### config.mk
export PLATFORM = sky130hd
export DESIGN_NAME = sxl_cdiv
export DESIGN_NICKNAME = d
export VERILOG_FILES = /design/src/sxl_pkg.sv /design/src/sxl_cdiv.sv
export SDC_FILE = /design/constraint.sdc
export NUM_CORES = 1
export LEC_CHECK = 0
export BUFFER_PORTS_ARGS = -buffer_cell sky130_fd_sc_hd__buf_2
export CAP_MARGIN = 10
export CELL_PAD_IN_SITES_DETAIL_PLACEMENT = 2
export CELL_PAD_IN_SITES_GLOBAL_PLACEMENT = 2
export CORE_UTILIZATION = 45
export DETAILED_ROUTE_END_ITERATION = 12
export MAX_ROUTING_LAYER = met4
export PLACE_DENSITY_LB_ADDON = 0.2
export SYNTH_ARGS = -nofsm -noshare
export SYNTH_HDL_FRONTEND = slang
export SYNTH_SLANG_ARGS = --single-unit
### constraint.sdc
create_clock -name clk -period 10.84 [get_ports clk]
set_input_delay 1.626 -clock clk [delete_from_list [all_inputs] [get_ports clk]]
set_output_delay 1.626 -clock clk [all_outputs]
set_load 0.01 [all_outputs]
### src/sxl_pkg.sv
// ---------------------------------------------------------------------------
// sxl_pkg: shared types and constants for the sRGB to XYZ / CIELAB converter
// Word types, the Lab f() pipeline depth and the sRGB gamma table function.
// ---------------------------------------------------------------------------
package sxl_pkg;

	localparam int FRAC_BITS_DEF = 8;

	localparam int LIN_W     = 17;   // gamma table entry, Q16 linear light
	localparam int T_W       = 21;   // normalized XYZ, Q20
	localparam int F_W       = 21;   // f(t), Q20
	localparam int DIV_LAT   = 2;    // constant divider latency
	localparam int LABF_LAT  = F_W + 1;
	// knee product exceeds 32 bits, so it is formed in 64
	localparam int T_LIN_MAX = int'((64'd8856 * 64'd1048576) / 64'd1000000);

	typedef struct packed {
		logic [7:0] red;
		logic [7:0] green;
		logic [7:0] blue;
	} pixel_t;

	typedef struct packed {
		logic [14:0]        xyz_x;
		logic [14:0]        xyz_y;
		logic [14:0]        xyz_z;
		logic [14:0]        lab_l;
		logic signed [15:0] lab_a;
		logic signed [15:0] lab_b;
	} result_t;

	// sRGB decode for one code, evaluated at elaboration only
	function automatic longint unsigned gamma_entry(input int c);
		longint unsigned cc, num, u, w, lo, hi, mid, p;
		cc = longint'(c);
		if (cc <= 10) begin
			return (cc * 6553600 + 164730) / 329460;
		end
		num = (1000 * cc + 14025) << 30;
		u   = (num + 134512) / 269025;
		w   = (u * u) >> 30;
		lo  = 0;
		hi  = longint'(1) << 30;
		for (int it = 0; it < 32; it++) begin
			if (lo < hi) begin
				mid = (lo + hi + 1) >> 1;
				p = mid;
				for (int k = 0; k < 4; k++) begin
					p = (p * mid) >> 30;
				end
				if (p <= w) begin
					lo = mid;
				end else begin
					hi = mid - 1;
				end
			end
		end
		return (((w * lo) >> 30) + 8192) >> 14;
	endfunction

endpackage

### src/sxl_cdiv.sv
// ---------------------------------------------------------------------------
// sxl_cdiv: pipelined divide by a constant
// Exact floor(num / D) by reciprocal multiply, split in two partial products.
// ---------------------------------------------------------------------------
module sxl_cdiv #(
	parameter int NB = 30,
	parameter int D  = 100,
	parameter int QB = 23
) (
	input  logic          clk,
	input  logic [NB-1:0] num,
	output logic [QB-1:0] quo
);
	import sxl_pkg::*;

	localparam int L  = $clog2(D);
	localparam int S  = NB + L;
	localparam int MW = NB + 1;
	localparam int HW = MW / 2;
	localparam int PW = NB + MW;
	localparam logic [127:0] M_FULL = ((128'd1 << S) + 128'(D) - 128'd1) / 128'(D);
	localparam logic [MW-1:0] M  = M_FULL[MW-1:0];
	localparam logic [HW-1:0] ML = M[HW-1:0];
	localparam logic [MW-HW-1:0] MH = M[MW-1:HW];

	logic [NB+HW-1:0]    pl_s1;
	logic [NB+MW-HW-1:0] ph_s1;
	logic [PW-1:0]       sum;
	logic [QB-1:0]       quo_s2;

	always_ff @(posedge clk) begin
		pl_s1 <= {{HW{1'b0}}, num} * {{NB{1'b0}}, ML};
		ph_s1 <= {{(MW-HW){1'b0}}, num} * {{NB{1'b0}}, MH};
		quo_s2 <= sum[S +: QB];
	end

	assign sum = PW'(pl_s1) + (PW'(ph_s1) << HW);
	assign quo = quo_s2;

endmodule

==> flow_metrics.env, run 1 <==
export IMPL_status="finished clean"
export IMPL_clockBufferDepth=2
export IMPL_grt_pass1_vias=13700
export IMPL_r2r_end="quo[22]$_DFF_P_"
export IMPL_layout_nets=2303
export IMPL_relSlewSlack_pct=66.1
export IMPL_io_pins=54
export IMPL_netlist_area_um2=16200
export IMPL_syn_to_final_growth_pct=6.76
export IMPL_drive_above_1_share_pct=5.69
export IMPL_rsz0062_at_grt="false"
export IMPL_finalSetupViolations=0
export IMPL_synth_top_family_by_area="adder cells"
export IMPL_worstMarginPinSlew_ns=0.504
export IMPL_regArea_um2=1880
export IMPL_cts_hold_buffers=0
export IMPL_cp_required_ns=11.08
export IMPL_cts_max_level=3
export IMPL_antenna_found_initial=1
export IMPL_reg2regPathDepth=12
export IMPL_yosys_top_cells_area="fa_1 (36%), ha_1 (21%), inv_1 (12%)"
export IMPL_synth_xor_area_share_pct=4.60
export IMPL_dp_hpwl_um=45400
export IMPL_final_setup_skew_ns=0.0150
export IMPL_core_um2=35500
export IMPL_syn_area_per_cell_um2=9.85
export IMPL_drt_antenna_violating_nets=0
export IMPL_multi_input_area_um2=12300
export IMPL_grt_pass1_wl_um=78300
export IMPL_clk_latency_ns=0.35
export IMPL_finalMaxSlewViolations=0
export IMPL_fin_crit_sh_pct=68.9
export IMPL_die_width_um=192
export IMPL_post_route_drc_count=0
export IMPL_min_to="quo[22]$_DFF_P_"
export IMPL_r2r_start="pl_s1[30]$_DFF_P_"
export IMPL_routed_wl_um=50500
export IMPL_clockRootBuffer="clkbuf_16"
export IMPL_critical_path_class="input pin to flip-flop"
export IMPL_port_buffers=53
export IMPL_synth_largest_area_cell="fa_1"
export IMPL_reg2reg_setup_slack_ns=7.79
export IMPL_hold_violations=0
export IMPL_final_common_cell="inv_1"
export IMPL_ys_warn_count=0
export IMPL_fmax_mhz=134
export IMPL_num_fill_cells=3755
export IMPL_syn_inst=1645
export IMPL_grt_overflow_total=0
export IMPL_netlist_area_leader_share_pct=36.3
export IMPL_synth_edff_count=0
export IMPL_synth_fa_ha_area_share_pct=57.8
export IMPL_synth_compound_area_share_pct=8.75
export IMPL_cts_setup_buffers=0
export IMPL_hold_class="flip-flop to flip-flop"
export IMPL_die_height_um=192
export IMPL_cp_arrival_ns=7.71
export IMPL_final_cell_mix="inv_1 (513), fa_1 (294), ha_1 (278)"
export IMPL_muxShareOfSynthArea_pct=0.0695
export IMPL_path_clk_slew_ns=0.08
export IMPL_clock_sinks=94
export IMPL_dr_first_iter_drc_count=242
export IMPL_start_util_pct=45.6
export IMPL_synth_flop_cell="dfxtp_1"
export IMPL_finalWorstPathRequiredPeriod_ns=7.47
export IMPL_num_rows=69
export IMPL_first_pass_iters=4
export IMPL_grt_total_usage_pct=29.8
export IMPL_via_count=11300
export IMPL_cp_max_fo=9
export IMPL_cts_resized=0
export IMPL_numCtsBuffers=9
export IMPL_ys_seq_area_share_pct=11.6
export IMPL_netlist_cell_type_count=64
export IMPL_worstHoldStart="ph_s1[44]$_DFF_P_"
export IMPL_final_setup_tns_ns=0
export IMPL_cts_tree="yes"
export IMPL_wire_per_inst_um=23.3
export IMPL_place_gp_congestion=0.890
export IMPL_syn_nets=2248
export IMPL_cp_end_kind="flip-flop"
export IMPL_whs_path_depth=1
export IMPL_grt_max_degree=20
export IMPL_dieArea_um2=36800
export IMPL_synth_simple_gate_area_share_pct=4.89
export IMPL_critical_path_startpoint_type="input pin"
export IMPL_cp_startpoint="num[12]"
export IMPL_cap_violations=0
export IMPL_synth_seq_cells=94
export IMPL_synthArstFlopShare_pct=0
export IMPL_viasPerCell=5.22
-- Yosys cell counts, types with 2 or more instances --
master and instances:
nor2b_1 6, xor2_1 33, ha_1 278, o21ai_1 8, clkbuf_1 7, dfxtp_1 94, nor2_1 45, nand2b_1 6
nand3_1 26, and4_1 3, clkbuf_8 2, o21ai_0 25, a21o_1 34, inv_1 513, a311oi_1 2, o31ai_1 2
a211oi_2 2, a221oi_4 2, a21boi_0 2, a21oi_1 67, and2_1 2, o21a_1 8, o211ai_1 6, xnor2_1 52
a211oi_1 6, a21o_2 3, a31oi_1 5, nand2_1 47, a21oi_2 4, nor3_1 5, and3_1 6, nand4_1 9
a31o_2 4, o21bai_1 8, fa_1 294
-- sequential cells by signal, indices dropped and copies added (netlist names) --
| name | cells |
|---|---|
| ph_s1 | 45 |
| pl_s1 | 26 |
| quo | 23 |
-- cell families (layout without fill, tap and decap cells) --
family	count (synthesis)	after routing
adder cells (fa/ha/maj)	572	572
buffers and inverters	523	583
flip-flops	94	94
other	0	1
AND/OR/NAND/NOR	164	164
multiplexers	1	1
AO/OA/AOI/OAI	206	206
XOR/XNOR	85	85
-- metal layers --
metal / track usage [%] / share of wire (%) / wire [µm] / vias up
li1: - / - / - / 5160
met1: 29.9 / 37 / 18400 / 5887
met2: 57.8 / 57 / 28900 / 153
met3: 2.54 / 1.5 / 750 / 107
met4: 13.1 / 4.8 / 2440 / 0
met5: - / 0 / 0 / -
-- worst max-delay path by stage --
stage | slack [ns] | cells past startpoint | to
floorplan | 3.99 | 21 | ph_s1[32]$_DFF_P_
global placement | 3.27 | 21 | ph_s1[44]$_DFF_P_
detailed placement | 2.99 | 22 | ph_s1[44]$_DFF_P_
CTS | 3.35 | 21 | ph_s1[44]$_DFF_P_
global route | 3.07 | 22 | ph_s1[44]$_DFF_P_
finish | 3.37 | 22 | ph_s1[44]$_DFF_P_
-- worst max-delay path, stage by stage --
cell,delay (ns)
buf_2,0.27
inv_1,0.21
fa_1,0.57
inv_1,0.04
ha_1,0.29
fa_1,0.64
fa_1,0.47
fa_1,0.54
inv_1,0.05
fa_1,0.53
inv_1,0.04
ha_1,0.39
nand2_1,0.09
o21ai_0,0.36
a41oi_1,0.11
nor2_1,0.20
nand2_1,0.16
o21ai_1,0.40
o21ai_1,0.22
o21ai_0,0.22
a21oi_1,0.10
xor2_1,0.14
-- cell type report --
type	instances	area share, %
Multi-Input combinational cell	1028	71.3
Inverter	513	11.1
Sequential cell	94	10.9
Tap cell	461	3.34
Timing Repair Buffer	54	1.58
Clock buffer	9	1.30
Clock inverter	7	0.412
Antenna cell	1	0.0145
-- through the flow --
step / cell area [µm²] / cells / hold slack, ns / setup slack (ns) / utilization, %
global placement: 17000 / 2150 / 0.443 / 3.27 / 47.9
CTS: 17300 / 2166 / 0.453 / 3.35 / 48.7
finish: 17300 / 2167 / 0.447 / 3.37 / 48.7
global route: 17300 / 2167 / 0.463 / 3.07 / 48.7
detailed placement: 17000 / 2150 / 0.435 / 2.99 / 47.9
floorplan: 16200 / 1645 / 0.413 / 3.99 / -
Power of run 1 is not shown: default switching activity piles up to over one toggle a cycle in this logic, so the estimate is an artifact.
==> inputs of run 2 (changes only) <==
--- a/config.mk
+++ b/config.mk
@@ -9,7 +9,7 @@
 export CAP_MARGIN = 10
 export CELL_PAD_IN_SITES_DETAIL_PLACEMENT = 2
 export CELL_PAD_IN_SITES_GLOBAL_PLACEMENT = 2
-export CORE_UTILIZATION = 45
+export CORE_UTILIZATION = 43
 export DETAILED_ROUTE_END_ITERATION = 12
 export MAX_ROUTING_LAYER = met4
 export PLACE_DENSITY_LB_ADDON = 0.2
==> constraint.sdc (replaced) <==
create_clock -name clk -period 7.79 [get_ports clk]
set_input_delay 1.1685 -clock clk [delete_from_list [all_inputs] [get_ports clk]]
set_output_delay 1.1685 -clock clk [all_outputs]
set_load 0.01 [all_outputs]
==> run 2 against run 1 <==
  * Hold slack lost 0.013 ns
  * Die area grew 4.6%
  * First-iteration DRC count grew 3.3%
  * Highest routed layer unchanged
  * Sequential share of layout area is essentially flat
  * Clock skew shrank 0.0029 ns
  * Design area grew 0.33%
  * Critical path type unchanged
==> flow_metrics.env, run 2 (synthesis results as in run 1) <==
export IMPL_syn_to_final_growth_pct=7.12
export IMPL_relSlewSlack_pct=65.6
export IMPL_dieArea_um2=38400
export IMPL_die_height_um=196
export IMPL_cts_max_level=3
export IMPL_largest_reg_flops=45
export IMPL_grt_overflow_total=0
export IMPL_num_rows=70
export IMPL_start_util_pct=43.9
export IMPL_drive_above_1_share_pct=5.69
export IMPL_critical_path_class="input pin to flip-flop"
export IMPL_antenna_found_initial=4
export IMPL_finalSetupViolations=0
export IMPL_cap_violations=0
export IMPL_hold_violations=0
export IMPL_cts_hold_buffers=0
export IMPL_via_count=11200
export IMPL_final_setup_skew_ns=0.0120
export IMPL_path_clk_slew_ns=0.08
export IMPL_cts_setup_buffers=0
export IMPL_grt_pass1_wl_um=75900
export IMPL_grt_total_usage_pct=27.2
export IMPL_layout_nets=2303
export IMPL_fin_crit_sh_pct=87.8
export IMPL_place_gp_congestion=0.883
export IMPL_die_width_um=196
export IMPL_final_cell_mix="inv_1 (513), fa_1 (294), ha_1 (278)"
export IMPL_hold_class="flip-flop to flip-flop"
export IMPL_cpMaxStageDelayCell="fa_1"
export IMPL_finalWorstPathRequiredPeriod_ns=6.84
export IMPL_dp_hpwl_um=44300
export IMPL_crit_family="adder cells"
export IMPL_first_pass_iters=4
export IMPL_num_fill_cells=3960
export IMPL_cp_max_fo=9
export IMPL_critical_path_startpoint_type="input pin"
export IMPL_io_pins=54
export IMPL_cp_arrival_ns=7.13
export IMPL_clockBufferDepth=2
export IMPL_clockRootBuffer="clkbuf_16"
export IMPL_worstMarginPinSlew_ns=0.512
export IMPL_finalMaxSlewViolations=0
export IMPL_cp_num_buf_inv=5
export IMPL_final_common_cell="inv_1"
export IMPL_numCtsBuffers=9
export IMPL_cp_end_kind="flip-flop"
export IMPL_rsz0062_at_grt="false"
export IMPL_top_register="ph_s1"
export IMPL_cts_tree="yes"
export IMPL_grt_max_degree=19
export IMPL_wire_per_inst_um=21.8
export IMPL_drt_antenna_violating_nets=0
export IMPL_slowest_delay_ns=0.62
export IMPL_core_um2=36900
export IMPL_cts_resized=0
export IMPL_clk_latency_ns=0.35
export IMPL_post_route_drc_count=0
export IMPL_viasPerCell=5.05
export IMPL_status="finished clean"
export IMPL_dr_first_iter_drc_count=250
export IMPL_fmax_mhz=146
export IMPL_port_buffers=53
export IMPL_cp_required_ns=8.08
export IMPL_cp_common_cell="fa_1"
export IMPL_clock_sinks=94
export IMPL_final_setup_tns_ns=0
export IMPL_grt_pass1_vias=13600
export IMPL_cp_cell_sequence="buf_2 > inv_1 > fa_1 > inv_1 > ha_1 > fa_1 > fa_1 > fa_1 > inv_1 > fa_1 > inv_1 > ha_1 > a21oi_1 > o21ai_0 > or4_4 > nand2_1 > o21ai_1 > o21ai_1 > o21ai_0 > a21oi_1 > xor2_1"
export IMPL_routed_wl_um=48300
[run 2: area by class of cell]
class / count / area [µm²] / area share, %
flip-flops and latches: 94 / 1880 / 10.8
inverters: 513 / 1930 / 11.1
clock inverters: 7 / 67.6 / 0.389
clock buffers: 9 / 225 / 1.30
multi-input cells: 1028 / 12300 / 71.1
repair buffers: 54 / 273 / 1.57
well taps: 504 / 631 / 3.64
diodes: 4 / 10.0 / 0.0577
[run 2: path summary, 6_finish.rpt]
check | startpoint | depth (start not counted) | slack (ns) | to
hold reg to reg | ph_s1[44]$_DFF_P_ | 1 | 0.43 | quo[22]$_DFF_P_
hold / removal | ph_s1[44]$_DFF_P_ | 1 | 0.43 | quo[22]$_DFF_P_
setup reg to reg | pl_s1[30]$_DFF_P_ | 12 | 4.75 | quo[22]$_DFF_P_
setup / recovery | num[12] | 21 | 0.95 | ph_s1[44]$_DFF_P_
[run 2: layer usage]
| layer | up-vias | part of all wire [%] | global-route usage [%] |
|---|---|---|---|
| met1 | 5805 | 39 | 29.4 |
| met3 | 70 | 1.3 | 2.34 |
| met5 | - | 0 | - |
| li1 | 5173 | - | - |
| met4 | 0 | 3.7 | 9.72 |
| met2 | 121 | 56 | 51.5 |
[run 2: through the flow]
step	cells	setup slack (ns)	cell area, µm²	util (%)	hold slack (ns)
finish	2213	0.947	17300	47.0	0.434
global route	2213	0.640	17300	47.0	0.456
CTS	2209	0.912	17300	47.0	0.437
detailed placement	2193	0.550	17000	46.2	0.426
global placement	2193	0.809	17000	46.2	0.444
floorplan	1645	1.39	16200	-	0.413
Power of run 2 is left out for the same reason.
==> inputs of run 3 (changes only) <==
--- a/config.mk
+++ b/config.mk
@@ -5,11 +5,12 @@
 export SDC_FILE = /design/constraint.sdc
 export NUM_CORES = 1
 export LEC_CHECK = 0
+export ABC_AREA = 1
 export BUFFER_PORTS_ARGS = -buffer_cell sky130_fd_sc_hd__buf_2
-export CAP_MARGIN = 10
+export CAP_MARGIN = 20
 export CELL_PAD_IN_SITES_DETAIL_PLACEMENT = 2
 export CELL_PAD_IN_SITES_GLOBAL_PLACEMENT = 2
-export CORE_UTILIZATION = 43
+export CORE_UTILIZATION = 39
 export DETAILED_ROUTE_END_ITERATION = 12
 export MAX_ROUTING_LAYER = met4
 export PLACE_DENSITY_LB_ADDON = 0.2
==> constraint.sdc (replaced) <==
create_clock -name clk -period 7.5 [get_ports clk]
set_input_delay 1.125 -clock clk [delete_from_list [all_inputs] [get_ports clk]]
set_output_delay 1.125 -clock clk [all_outputs]
set_load 0.01 [all_outputs]
==> run 3 against run 2 <==
  * Design area is 17% higher
  * Critical path depth unchanged
  * Critical endpoint is now ph_s1[40]$_DFF_P_
  * Via count up 48%
  * First-iteration DRC count is 130% higher
==> flow_metrics.env, run 3 <==
export IMPL_cts_resized=0
export IMPL_finalMaxSlewViolations=0
export IMPL_final_common_cell="inv_1"
export IMPL_met1_usage_pct=38.2
export IMPL_routed_wl_um=74900
export IMPL_antenna_found_initial=7
export IMPL_dieArea_um2=49600
export IMPL_wire_per_inst_um=23.6
export IMPL_r2r_start="ph_s1[25]$_DFF_P_"
export IMPL_path_clk_slew_ns=0.07
export IMPL_worstHoldStart="ph_s1[44]$_DFF_P_"
export IMPL_status="finished clean"
export IMPL_stdcell_area_um2=20300
export IMPL_whs_path_depth=3
export IMPL_cts_hold_buffers=0
export IMPL_via_count=16600
export IMPL_yosysMostFrequentCell="inv_1"
export IMPL_final_cell_mix="inv_1 (656), nand2_1 (505), fa_1 (294)"
export IMPL_r2r_end="quo[13]$_DFF_P_"
export IMPL_core_um2=47900
export IMPL_finalSetupViolations=0
export IMPL_worstMarginPinSlew_ns=0.750
export IMPL_top_register="ph_s1"
export IMPL_final_setup_tns_ns=0
export IMPL_fin_crit_sh_pct=85.0
export IMPL_final_setup_skew_ns=0.0161
export IMPL_critical_path_startpoint_type="input pin"
export IMPL_cp_arrival_ns=6.63
export IMPL_rsz0062_at_grt="false"
export IMPL_synth_flop_cell="dfxtp_1"
export IMPL_critical_path_class="input pin to flip-flop"
export IMPL_hold_class="flip-flop to flip-flop"
export IMPL_ys_seq_area_share_pct=9.90
export IMPL_port_buffers=53
export IMPL_yosys_top_cells_count="inv_1 (656), nand2_1 (505), fa_1 (294), ha_1 (278), nor2_1 (198)"
export IMPL_cpMaxStageDelayCell="fa_1"
export IMPL_netlist_area_leader_share_pct=31.0
export IMPL_die_width_um=223
export IMPL_fmax_mhz=157
export IMPL_io_pins=54
export IMPL_grt_pass1_vias=19700
export IMPL_grt_pass1_wl_um=116000
export IMPL_cp_max_fo=9
export IMPL_largest_reg_flops=45
export IMPL_synth_largest_area_cell="fa_1"
export IMPL_dp_cells=3151
export IMPL_ys_warn_count=0
export IMPL_cp_end_kind="flip-flop"
export IMPL_viasPerCell=5.23
export IMPL_cts_setup_buffers=0
export IMPL_use_met2_pct=59.1
export IMPL_die_height_um=223
export IMPL_hold_violations=0
export IMPL_syn_inst=2485
export IMPL_post_route_drc_count=0
export IMPL_synth_edff_count=0
export IMPL_yosys_top_cells_area="fa_1 (31%), ha_1 (18%), inv_1 (13%)"
export IMPL_drt_antenna_violating_nets=0
export IMPL_reg2regPathDepth=8
export IMPL_num_rows=80
export IMPL_numCtsBuffers=9
export IMPL_netlist_cell_type_count=35
export IMPL_clock_sinks=94
export IMPL_min_to="quo[22]$_DFF_P_"
export IMPL_reg2reg_setup_slack_ns=5.21
export IMPL_cts_tree="yes"
export IMPL_fin_cells=3169
export IMPL_netlist_area_um2=19000
export IMPL_finalWorstPathRequiredPeriod_ns=6.37
export IMPL_cp_required_ns=7.75
export IMPL_placed_cell_area_um2=20000
export IMPL_dr_first_iter_drc_count=585
export IMPL_layout_nets=3150
export IMPL_use_met3_pct=2.05
export IMPL_num_fill_cells=5621
export IMPL_cp_cell_sequence="buf_2 > inv_1 > fa_1 > inv_1 > ha_1 > fa_1 > fa_1 > fa_1 > inv_1 > fa_1 > inv_1 > ha_1 > nand2_1 > nor2_1 > nand2_1 > inv_1 > nand4_1 > nand3_1 > nand2_1 > nand3_1 > nand2_1"
export IMPL_clockRootBuffer="clkbuf_16"
export IMPL_grt_total_usage_pct=32.3
export IMPL_synthArstFlopShare_pct=0
export IMPL_dp_hpwl_um=68200
export IMPL_syn_to_final_growth_pct=6.98
export IMPL_cap_violations=0
export IMPL_place_gp_congestion=0.923
export IMPL_synth_seq_cells=94
export IMPL_crit_family="adder cells"
export IMPL_slowest_delay_ns=0.63
export IMPL_start_util_pct=39.7
export IMPL_first_pass_iters=5
export IMPL_grt_max_degree=20
export IMPL_relSlewSlack_pct=49.5
export IMPL_clockBufferDepth=2
export IMPL_drive_above_1_share_pct=3.33
export IMPL_cp_num_buf_inv=6
export IMPL_syn_nets=3088
export IMPL_cts_max_level=3
export IMPL_grt_overflow_total=0
export IMPL_utilization_pct=42.4
export IMPL_syn_area_per_cell_um2=7.65
export IMPL_grt_busiest_layer="met2"
export IMPL_clk_latency_ns=0.36
run 3: changes by cell type in the layout (fill, tap and decap cells not counted), moves of 52 or more:
cell	change
inv_1	+143
nand3_1	+64
o21ai_0	+52
nor2_1	+153
a21oi_1	+65
nand2_1	+458
run 3: worst max path at each step:
stage               startpoint           endpoint  slack (ns)  depth (start not counted)
floorplan              num[12]  ph_s1[35]$_DFF_P_        2.09                         20
global placement       num[12]  ph_s1[40]$_DFF_P_        0.81                         21
detailed placement     num[12]  ph_s1[40]$_DFF_P_        0.74                         21
CTS                    num[12]  ph_s1[40]$_DFF_P_        1.11                         21
global route           num[12]  ph_s1[40]$_DFF_P_        0.85                         22
finish                 num[12]  ph_s1[40]$_DFF_P_        1.13                         21
run 3: metal layers:
| metal | part of all wire, % | vias to the layer above | wire length (µm) |
|---|---|---|---|
| met4 | 2.7 | 0 | 2040 |
| met5 | 0 | - | 0 |
| met2 | 53 | 265 | 39400 |
| met3 | 2.3 | 95 | 1750 |
| li1 | - | 7676 | - |
| met1 | 42 | 8546 | 31800 |
run 3: kinds of logic (layout without fill, tap and decap cells):
logic type / Yosys count / in the layout / synth area share (%)
AND/OR/NAND/NOR: 867 / 867 / 18.7
buffers and inverters: 659 / 726 / 13.0
adder cells (fa/ha/maj): 572 / 572 / 49.2
AO/OA/AOI/OAI: 250 / 250 / 7.11
flip-flops: 94 / 94 / 9.90
XOR/XNOR: 43 / 43 / 1.98
other: 0 / 2 / 0
run 3: stage by stage:
step           setup WS [ns]  hold slack (ns)
2_1_floorplan           2.09            0.431
6_report                1.13            0.513
4_1_cts                 1.11            0.502
3_5_place_dp           0.744            0.488
3_3_place_gp           0.807            0.496
5_1_grt                0.851            0.520
run 3: layout make-up:
class	instances	area (µm²)	share of cell area, %
Antenna cell	2	5.00	0.0246
Sequential cell	94	1880	9.25
Multi-Input combinational cell	1732	14700	72.0
Inverter	657	2470	12.1
Clock buffer	9	225	1.11
Tap cell	615	769	3.78
Clock inverter	7	73.8	0.363
Timing Repair Buffer	53	265	1.30
run 3: worst reg2reg max path, cell delays in order, from the launching register on:
cell	delay (ns)
dfxtp_1	0.35
ha_1	0.45
nand2_1	0.15
nor2_1	0.22
nand2_1	0.15
nor3_1	0.39
nand3_1	0.26
nand4_1	0.17
nand2_1	0.05
Power of run 3 is left out for the same reason.
